`src/hw/rtl/yuyv_pkg.sv`:
```
package yuyv_pkg;

    // Field and accumulator widths
    localparam int unsigned PIX_W     = 8;
    localparam int unsigned FRAC_BITS = 14;
    localparam int unsigned ACC_W     = 24;   // signed Q14 channel sum
    localparam int unsigned LUMA_W    = 22;   // unsigned Q14 luma sum
    localparam int unsigned NUM_PIX   = 2;

    // Configuration port
    localparam int unsigned CFG_IDX_W  = 1;
    localparam int unsigned CFG_DATA_W = 1;
    localparam logic [CFG_IDX_W-1:0] CFG_CHANNEL_ORDER = 1'd0;
    localparam logic [CFG_IDX_W-1:0] CFG_GRAY_MODE     = 1'd1;

    // Channel order codes
    localparam logic ORDER_RGB = 1'b0;
    localparam logic ORDER_BGR = 1'b1;

    // Q14 chroma coefficients
    localparam logic signed [ACC_W-1:0] COEF_RV = 24'sd23060;
    localparam logic signed [ACC_W-1:0] COEF_GU = 24'sd5661;
    localparam logic signed [ACC_W-1:0] COEF_GV = 24'sd11746;
    localparam logic signed [ACC_W-1:0] COEF_BU = 24'sd29147;

    // Q14 BT.709 luma weights
    localparam logic [LUMA_W-1:0] LUMA_R    = 22'd3483;
    localparam logic [LUMA_W-1:0] LUMA_G    = 22'd11718;
    localparam logic [LUMA_W-1:0] LUMA_B    = 22'd1183;
    localparam logic [LUMA_W-1:0] LUMA_HALF = 22'd8192;

    typedef struct packed {
        logic [PIX_W-1:0] r;
        logic [PIX_W-1:0] g;
        logic [PIX_W-1:0] b;
    } rgb_t;

    typedef struct packed {
        logic [LUMA_W-1:0] r;
        logic [LUMA_W-1:0] g;
        logic [LUMA_W-1:0] b;
    } luma_prod_t;

    // Drop the fraction bits and saturate to 0..255
    function automatic logic [PIX_W-1:0] clamp_q14(input logic signed [ACC_W-1:0] acc);
        logic [PIX_W-1:0] res;
        if (acc[ACC_W-1]) begin
            res = '0;
        end else if (acc[ACC_W-2:FRAC_BITS+PIX_W] != '0) begin
            res = '1;
        end else begin
            res = acc[FRAC_BITS+PIX_W-1:FRAC_BITS];
        end
        return res;
    endfunction

endpackage

```
`src/hw/rtl/yuyv_to_rgb888_converter_unit.sv`:
```
// Channel  | Direction | Handshake              | Payload
// ---------+-----------+------------------------+------------------------------------------
// in       | sink      | in_valid / in_ready    | luma_first, chroma_blue, luma_second,
//          |           |                        | chroma_red
// out      | source    | out_valid / out_ready  | first_chan0..2, second_chan0..2
// cfg      | sink      | cfg_we (no wait)       | cfg_index, cfg_data
//
// Four register stages: chroma products, Q14 sums with clamp, luma products,
// luma sum with gray substitution, channel select and output register. One beat
// is taken per cycle while in_ready is high; each stage loads when it is empty or
// the stage after it moves, so a stall at the output fills the bubbles before
// in_ready drops. Reset clears the stage valid bits and both configuration registers.
module yuyv_to_rgb888_converter_unit
    import yuyv_pkg::*;
(
    input  logic                  clk,
    input  logic                  rst_n,

    input  logic                  in_valid,
    output logic                  in_ready,
    input  logic [PIX_W-1:0]      luma_first,
    input  logic [PIX_W-1:0]      chroma_blue,
    input  logic [PIX_W-1:0]      luma_second,
    input  logic [PIX_W-1:0]      chroma_red,

    output logic                  out_valid,
    input  logic                  out_ready,
    output logic [PIX_W-1:0]      first_chan0,
    output logic [PIX_W-1:0]      first_chan1,
    output logic [PIX_W-1:0]      first_chan2,
    output logic [PIX_W-1:0]      second_chan0,
    output logic [PIX_W-1:0]      second_chan1,
    output logic [PIX_W-1:0]      second_chan2,

    input  logic                  cfg_we,
    input  logic [CFG_IDX_W-1:0]  cfg_index,
    input  logic [CFG_DATA_W-1:0] cfg_data
);

    // Configuration registers
    logic order_reg;
    logic gray_reg;

    // Stage valid bits and advance enables
    logic s1_valid_reg, s2_valid_reg, s3_valid_reg, s4_valid_reg;
    logic s1_adv, s2_adv, s3_adv, s4_adv;

    // Stage 1: luma samples and chroma products
    logic [PIX_W-1:0]        s1_luma_reg [NUM_PIX];
    logic signed [ACC_W-1:0] s1_rv_reg, s1_gu_reg, s1_gv_reg, s1_bu_reg;
    logic signed [ACC_W-1:0] s1_rv_next, s1_gu_next, s1_gv_next, s1_bu_next;
    logic signed [PIX_W-1:0] du, dv;
    logic [PIX_W-1:0]        in_luma [NUM_PIX];

    // Stage 2..4 payload
    rgb_t       s2_pix_reg  [NUM_PIX];
    rgb_t       s2_pix_next [NUM_PIX];
    rgb_t       s3_pix_reg  [NUM_PIX];
    luma_prod_t s3_prod_reg [NUM_PIX];
    luma_prod_t s3_prod_next[NUM_PIX];
    rgb_t       s4_pix_reg  [NUM_PIX];
    rgb_t       s4_pix_next [NUM_PIX];

    // Take a configuration write
    always_ff @(posedge clk or negedge rst_n)
    begin
        if (!rst_n)
        begin
            order_reg <= ORDER_RGB;
            gray_reg  <= 1'b0;
        end
        else if (cfg_we)
        begin
            case (cfg_index)
                CFG_CHANNEL_ORDER: order_reg <= cfg_data[0];
                CFG_GRAY_MODE:     gray_reg  <= cfg_data[0];
                default:           ;
            endcase
        end
    end

    // Advance a stage when it is empty or the next one moves
    assign s4_adv   = !s4_valid_reg || out_ready;
    assign s3_adv   = !s3_valid_reg || s4_adv;
    assign s2_adv   = !s2_valid_reg || s3_adv;
    assign s1_adv   = !s1_valid_reg || s2_adv;
    assign in_ready = s1_adv;

    always_ff @(posedge clk or negedge rst_n)
    begin
        if (!rst_n)
        begin
            s1_valid_reg <= 1'b0;
            s2_valid_reg <= 1'b0;
            s3_valid_reg <= 1'b0;
            s4_valid_reg <= 1'b0;
        end
        else
        begin
            if (s1_adv) s1_valid_reg <= in_valid;
            if (s2_adv) s2_valid_reg <= s1_valid_reg;
            if (s3_adv) s3_valid_reg <= s2_valid_reg;
            if (s4_adv) s4_valid_reg <= s3_valid_reg;
        end
    end

    // Stage 1: remove the chroma offset and form the chroma products
    assign du = $signed({~chroma_blue[PIX_W-1], chroma_blue[PIX_W-2:0]});
    assign dv = $signed({~chroma_red[PIX_W-1], chroma_red[PIX_W-2:0]});
    assign in_luma[0] = luma_first;
    assign in_luma[1] = luma_second;

    always_comb
    begin
        s1_rv_next = ACC_W'(dv) * COEF_RV;
        s1_gu_next = ACC_W'(du) * COEF_GU;
        s1_gv_next = ACC_W'(dv) * COEF_GV;
        s1_bu_next = ACC_W'(du) * COEF_BU;
    end

    always_ff @(posedge clk)
    begin
        if (s1_adv)
        begin
            s1_luma_reg <= in_luma;
            s1_rv_reg   <= s1_rv_next;
            s1_gu_reg   <= s1_gu_next;
            s1_gv_reg   <= s1_gv_next;
            s1_bu_reg   <= s1_bu_next;
        end
    end

    for (genvar p = 0; p < NUM_PIX; p++)
    begin : g_pix
        logic signed [ACC_W-1:0] base;
        logic [LUMA_W-1:0]       luma_sum;
        logic [PIX_W-1:0]        gray;
        rgb_t                    sel;

        // Stage 2: Q14 channel sums, truncate and clamp
        assign base = $signed({2'b00, s1_luma_reg[p], {FRAC_BITS{1'b0}}});
        assign s2_pix_next[p].r = clamp_q14(base + s1_rv_reg);
        assign s2_pix_next[p].g = clamp_q14(base - s1_gu_reg - s1_gv_reg);
        assign s2_pix_next[p].b = clamp_q14(base + s1_bu_reg);

        // Stage 3: luma weight products
        assign s3_prod_next[p].r = LUMA_W'(s2_pix_reg[p].r) * LUMA_R;
        assign s3_prod_next[p].g = LUMA_W'(s2_pix_reg[p].g) * LUMA_G;
        assign s3_prod_next[p].b = LUMA_W'(s2_pix_reg[p].b) * LUMA_B;

        // Stage 4: luma sum, gray substitution and channel order
        assign luma_sum = s3_prod_reg[p].r + s3_prod_reg[p].g + s3_prod_reg[p].b
                        + LUMA_HALF;
        assign gray = luma_sum[FRAC_BITS+PIX_W-1:FRAC_BITS];

        always_comb
        begin
            if (gray_reg)
            begin
                sel.r = gray;
                sel.g = gray;
                sel.b = gray;
            end
            else
            begin
                sel = s3_pix_reg[p];
            end
            s4_pix_next[p].g = sel.g;
            if (order_reg == ORDER_BGR)
            begin
                s4_pix_next[p].r = sel.b;
                s4_pix_next[p].b = sel.r;
            end
            else
            begin
                s4_pix_next[p].r = sel.r;
                s4_pix_next[p].b = sel.b;
            end
        end
    end

    // Hold payload on stall, advance otherwise
    always_ff @(posedge clk)
    begin
        if (s2_adv)
        begin
            s2_pix_reg <= s2_pix_next;
        end
        if (s3_adv)
        begin
            s3_pix_reg  <= s2_pix_reg;
            s3_prod_reg <= s3_prod_next;
        end
        if (s4_adv)
        begin
            s4_pix_reg <= s4_pix_next;
        end
    end

    // Output beat; r and b slots already carry the selected order
    assign out_valid    = s4_valid_reg;
    assign first_chan0  = s4_pix_reg[0].r;
    assign first_chan1  = s4_pix_reg[0].g;
    assign first_chan2  = s4_pix_reg[0].b;
    assign second_chan0 = s4_pix_reg[1].r;
    assign second_chan1 = s4_pix_reg[1].g;
    assign second_chan2 = s4_pix_reg[1].b;

endmodule

```
`config.mk`:
```
export PLATFORM = sky130hd
export DESIGN_NAME = yuyv_to_rgb888_converter_unit
export DESIGN_NICKNAME = d
export VERILOG_FILES = /design/src/hw/rtl/yuyv_pkg.sv /design/src/hw/rtl/yuyv_to_rgb888_converter_unit.sv
export SDC_FILE = /design/constraint.sdc
export NUM_CORES = 2
export LEC_CHECK = 0
export ABC_CLOCK_PERIOD_IN_PS = 5700
export BUFFER_PORTS_ARGS = -buffer_cell sky130_fd_sc_hd__buf_2
export CAP_MARGIN = 25
export CELL_PAD_IN_SITES_DETAIL_PLACEMENT = 0
export CELL_PAD_IN_SITES_GLOBAL_PLACEMENT = 1
export CORE_ASPECT_RATIO = 0.75
export CORE_MARGIN = 2
export CORE_UTILIZATION = 53
export DETAILED_ROUTE_END_ITERATION = 6
export GPL_TIMING_DRIVEN = 0
export PLACE_DENSITY = 0.94
export SYNTH_ARGS = -nofsm -noshare
export SYNTH_HDL_FRONTEND = slang
export SYNTH_SLANG_ARGS = --single-unit
```
`constraint.sdc`:
```
create_clock -name clk -period 5.7 [get_ports clk]
set_input_delay 0.855 -clock clk [delete_from_list [all_inputs] [get_ports clk]]
set_output_delay 0.855 -clock clk [all_outputs]
set_load 0.02 [all_outputs]
```
==> flow_summary.ini <==
[status]
status = complete, no violations

[layout]
largest_reg_flops = 114
fin_area_sq_um = 36100
synthToLayoutAreaGrowth_pct = 8.99
post_route_cells_drive_above_1_share_pct = 6.43
fin_nets = 4030
diode_count = 0
n_fill_cell = 5049

[synthesis]
yosys_warnings = 0
yosys-top-cells-area = sky130_fd_sc_hd__edfxtp_1 (31%), sky130_fd_sc_hd__ha_1 (24%), sky130_fd_sc_hd__fa_1 (17%), sky130_fd_sc_hd__inv_1 (6.9%), sky130_fd_sc_hd__xnor2_1 (3.8%)
synthDistinctLibCells = 70
postSynthNetCount = 3894
number_of_flops_mapped_to_enable_cells_by_yosys = 338
synthesized_instance_count = 2947
number_of_storage_elements_in_the_synthesis_netlist = 344
fraction_of_registers_with_async_set_or_reset_after_synthesis_pct = 1.74
post_synth.cell_area_avg_sq_um = 11.2
post_synth_instance_area_sq_um = 33100
yosys_most_used_dff = sky130_fd_sc_hd__edfxtp_1
synthTopCellsByCount = sky130_fd_sc_hd__ha_1 (630), sky130_fd_sc_hd__inv_1 (606), sky130_fd_sc_hd__edfxtp_1 (338)
yosysSeqAreaShare_pct = 31.1
yosysTopAreaCellShare_pct = 30.7
synth_most_common_cell = sky130_fd_sc_hd__ha_1
synth_top_cell_by_area = sky130_fd_sc_hd__edfxtp_1

[clock_tree]
clk_pin_slew_worst_paths_ns = 0.06
cts_hold_buffers = 0
worstSkewPairLatency_ns = 0.57
numCtsBuffers = 37
cts.htree.levels = 2
post_cts.resized_instances = 0
tritoncts_clock_tree = done
buffer_type_at_the_clock_tree_root = sky130_fd_sc_hd__clkbuf_16
ctsLongestPathBuffers = 3
cts.sinks = 344
postCtsSetupBuffers = 0

[sta]
fmax_mhz = 186
drv_slew = 0
rsz0062_at_grt = no
setup_tns_after_final_layout_ns = 0
setup_violations = 0
min_period_over_period_pct = 94.4
fin_worst_skew_ns = 0.0207
finalHoldViolations = 0
period_minus_slack_ns = 5.38
worst_slew_pin_slew_ns = 0.962
slew_headroom_pct = 35.7

[worst_setup_path]
worst-path-max-fanout = 12
crit_path_top_delay_cell = sky130_fd_sc_hd__fa_1
crit_type = input pin to flip-flop
critPathTopFamily = adder cells
timing.critical_path.cells = buf_2, inv_1, fa_1, ha_1, inv_1, fa_1, fa_1, inv_1, ha_1, a21o_1, a21oi_1, nor2b_1, o21a_1, o311a_1, a2111oi_2, o31ai_1, a21oi_1, xnor2_1
critical_path_depth = 18
arrival_ns = 5.68
worst_setup_path_end_kind = flip-flop
critPathLaunchType = input pin
slowest_delay_ns = 0.55
reg2regPathDepth = 16
cp.buffers_inverters = 4
required_time_of_the_worst_setup_path_ns = 5.99

[floorplan]
start_util_pct = 53.5
die_area_sq_um = 64500
fp.coreArea_sq_um = 61900
die_w_um = 293
ioPinCount = 89
floorplan.rows = 79
die_y_um = 220

[global_route]
grt.total_usage_pct = 22.7
overflow = 0
grt_pass1_vias = 21200
grt_first_pass_wirelength_mm = 114
antenna_violations_before_repair = 2
maximum_number_of_pins_on_one_net_before_global_route_repair = 74

[detailed_routing]
routedWlPerCell_um = 17.9
totalWireLength_mm = 70.1
drc_violations = 0
first_pass_iters = 6
detail_route.vias_per_cell = 5.41
drt.antenna.violating_nets = 0
routed-via-count = 21200
first_iter_violations = 1545

[place]
numPortBuffers = 88
detailedPlacementHpwl_mm = 57.7
detailed_place.area_sq_um = 34800
gp_congestion = 0.924

[min_path]
hold_path_class = input pin to async pin

[flow_run]
max-cap-violations = 0
==> worst paths after layout <==
path,start,end,slack (ns)
min in group clk,luma_first[3],g_pix[0].base[17],0.47
max in group asynchronous,rst_n,gray_reg,5.45
worst max register to register,s2_pix_reg[5],s3_prod_reg[18],0.54
worst min register to register,s1_valid_reg,s2_valid_reg,0.49
worst min-delay path,rst_n,s3_valid_reg,0.10
worst max-delay path,chroma_red[7],s1_gv_reg[20],0.32
==> placed cells by master, fill, tap and decap left out, types with 18 or more instances in the layout <==
cell                        netlist  layout
sky130_fd_sc_hd__nor2b_1         32      32
sky130_fd_sc_hd__o21bai_1        26      26
sky130_fd_sc_hd__nand2b_1        22      22
sky130_fd_sc_hd__ha_1           630     630
sky130_fd_sc_hd__inv_1          606     605
sky130_fd_sc_hd__edfxtp_1       338     338
sky130_fd_sc_hd__xnor2_1        143     143
sky130_fd_sc_hd__mux2i_1         24      24
sky130_fd_sc_hd__buf_2            0      88
sky130_fd_sc_hd__nor3_1          33      33
sky130_fd_sc_hd__o21a_1          75      75
sky130_fd_sc_hd__nand3_1         36      35
sky130_fd_sc_hd__a21oi_1        135     135
sky130_fd_sc_hd__nand2_1         68      67
sky130_fd_sc_hd__o21ai_0         79      79
sky130_fd_sc_hd__clkbuf_16        0      38
sky130_fd_sc_hd__a31oi_1         18      18
sky130_fd_sc_hd__a21o_1          51      51
sky130_fd_sc_hd__fa_1           278     278
sky130_fd_sc_hd__nor2_1         112     112
sky130_fd_sc_hd__xor2_1          50      50
==> stage by stage <==
stage	setup WS, ns	cells	util, %	hold slack (ns)
after floorplan	0.524	2947	-	0.435
after global placement	-1.22	3845	55.8	0.444
after detailed placement	-0.168	3854	56.2	0.473
after CTS	0.387	3920	58.3	0.0803
after global routing	0.0814	3920	58.3	0.103
final	0.317	3920	58.3	0.105
==> cells by family after synthesis <==
| logic type | count (synthesis) | share of synthesized area [%] |
|---|---|---|
| multiplexers | 30 | 0.930 |
| adder cells (fa/ha/maj) | 908 | 40.6 |
| AO/OA/AOI/OAI | 480 | 9.64 |
| buffers and inverters | 619 | 7.02 |
| AND/OR/NAND/NOR | 371 | 5.47 |
| XOR/XNOR | 195 | 5.20 |
| flip-flops | 344 | 31.1 |
==> worst register-to-register path, cell delays in order (launching register included) <==
cell and delay (ns):
sky130_fd_sc_hd__edfxtp_1 0.58, sky130_fd_sc_hd__inv_1 0.17, sky130_fd_sc_hd__fa_1 0.62, sky130_fd_sc_hd__inv_1 0.10, sky130_fd_sc_hd__fa_1 0.48, sky130_fd_sc_hd__inv_1 0.05, sky130_fd_sc_hd__fa_1 0.53, sky130_fd_sc_hd__inv_1 0.06
sky130_fd_sc_hd__fa_1 0.48, sky130_fd_sc_hd__ha_1 0.36, sky130_fd_sc_hd__a21o_1 0.17, sky130_fd_sc_hd__a31o_2 0.22, sky130_fd_sc_hd__a41oi_1 0.24, sky130_fd_sc_hd__a21oi_1 0.14, sky130_fd_sc_hd__a21o_1 0.21, sky130_fd_sc_hd__a21oi_1 0.26
sky130_fd_sc_hd__o21ai_0 0.22
==> layout make-up <==
class	instances	area, sq um	area share [%]
well taps	810	1010	2.81
flip-flops and latches	344	10300	28.5
repair buffers	97	631	1.75
plain buffers	13	48.8	0.135
multi-input cells	1984	20500	56.8
clock buffers	43	1000	2.77
inverters	606	2270	6.31
clock inverters	23	319	0.884
==> per-layer routing <==
| metal | vias up | routed length, um | global-route usage, % |
|---|---|---|---|
| li1 | 10300 | - | - |
| met1 | 10200 | 34400 | 33.8 |
| met2 | 571 | 29500 | 34.2 |
| met3 | 91 | 5020 | 4.65 |
| met4 | 0 | 1270 | 5.11 |
| met5 | - | 0 | 0 |
Power is left out: the tool's default activity adds up to more than one toggle a clock period on the data nets, which glitch-free logic cannot reach.
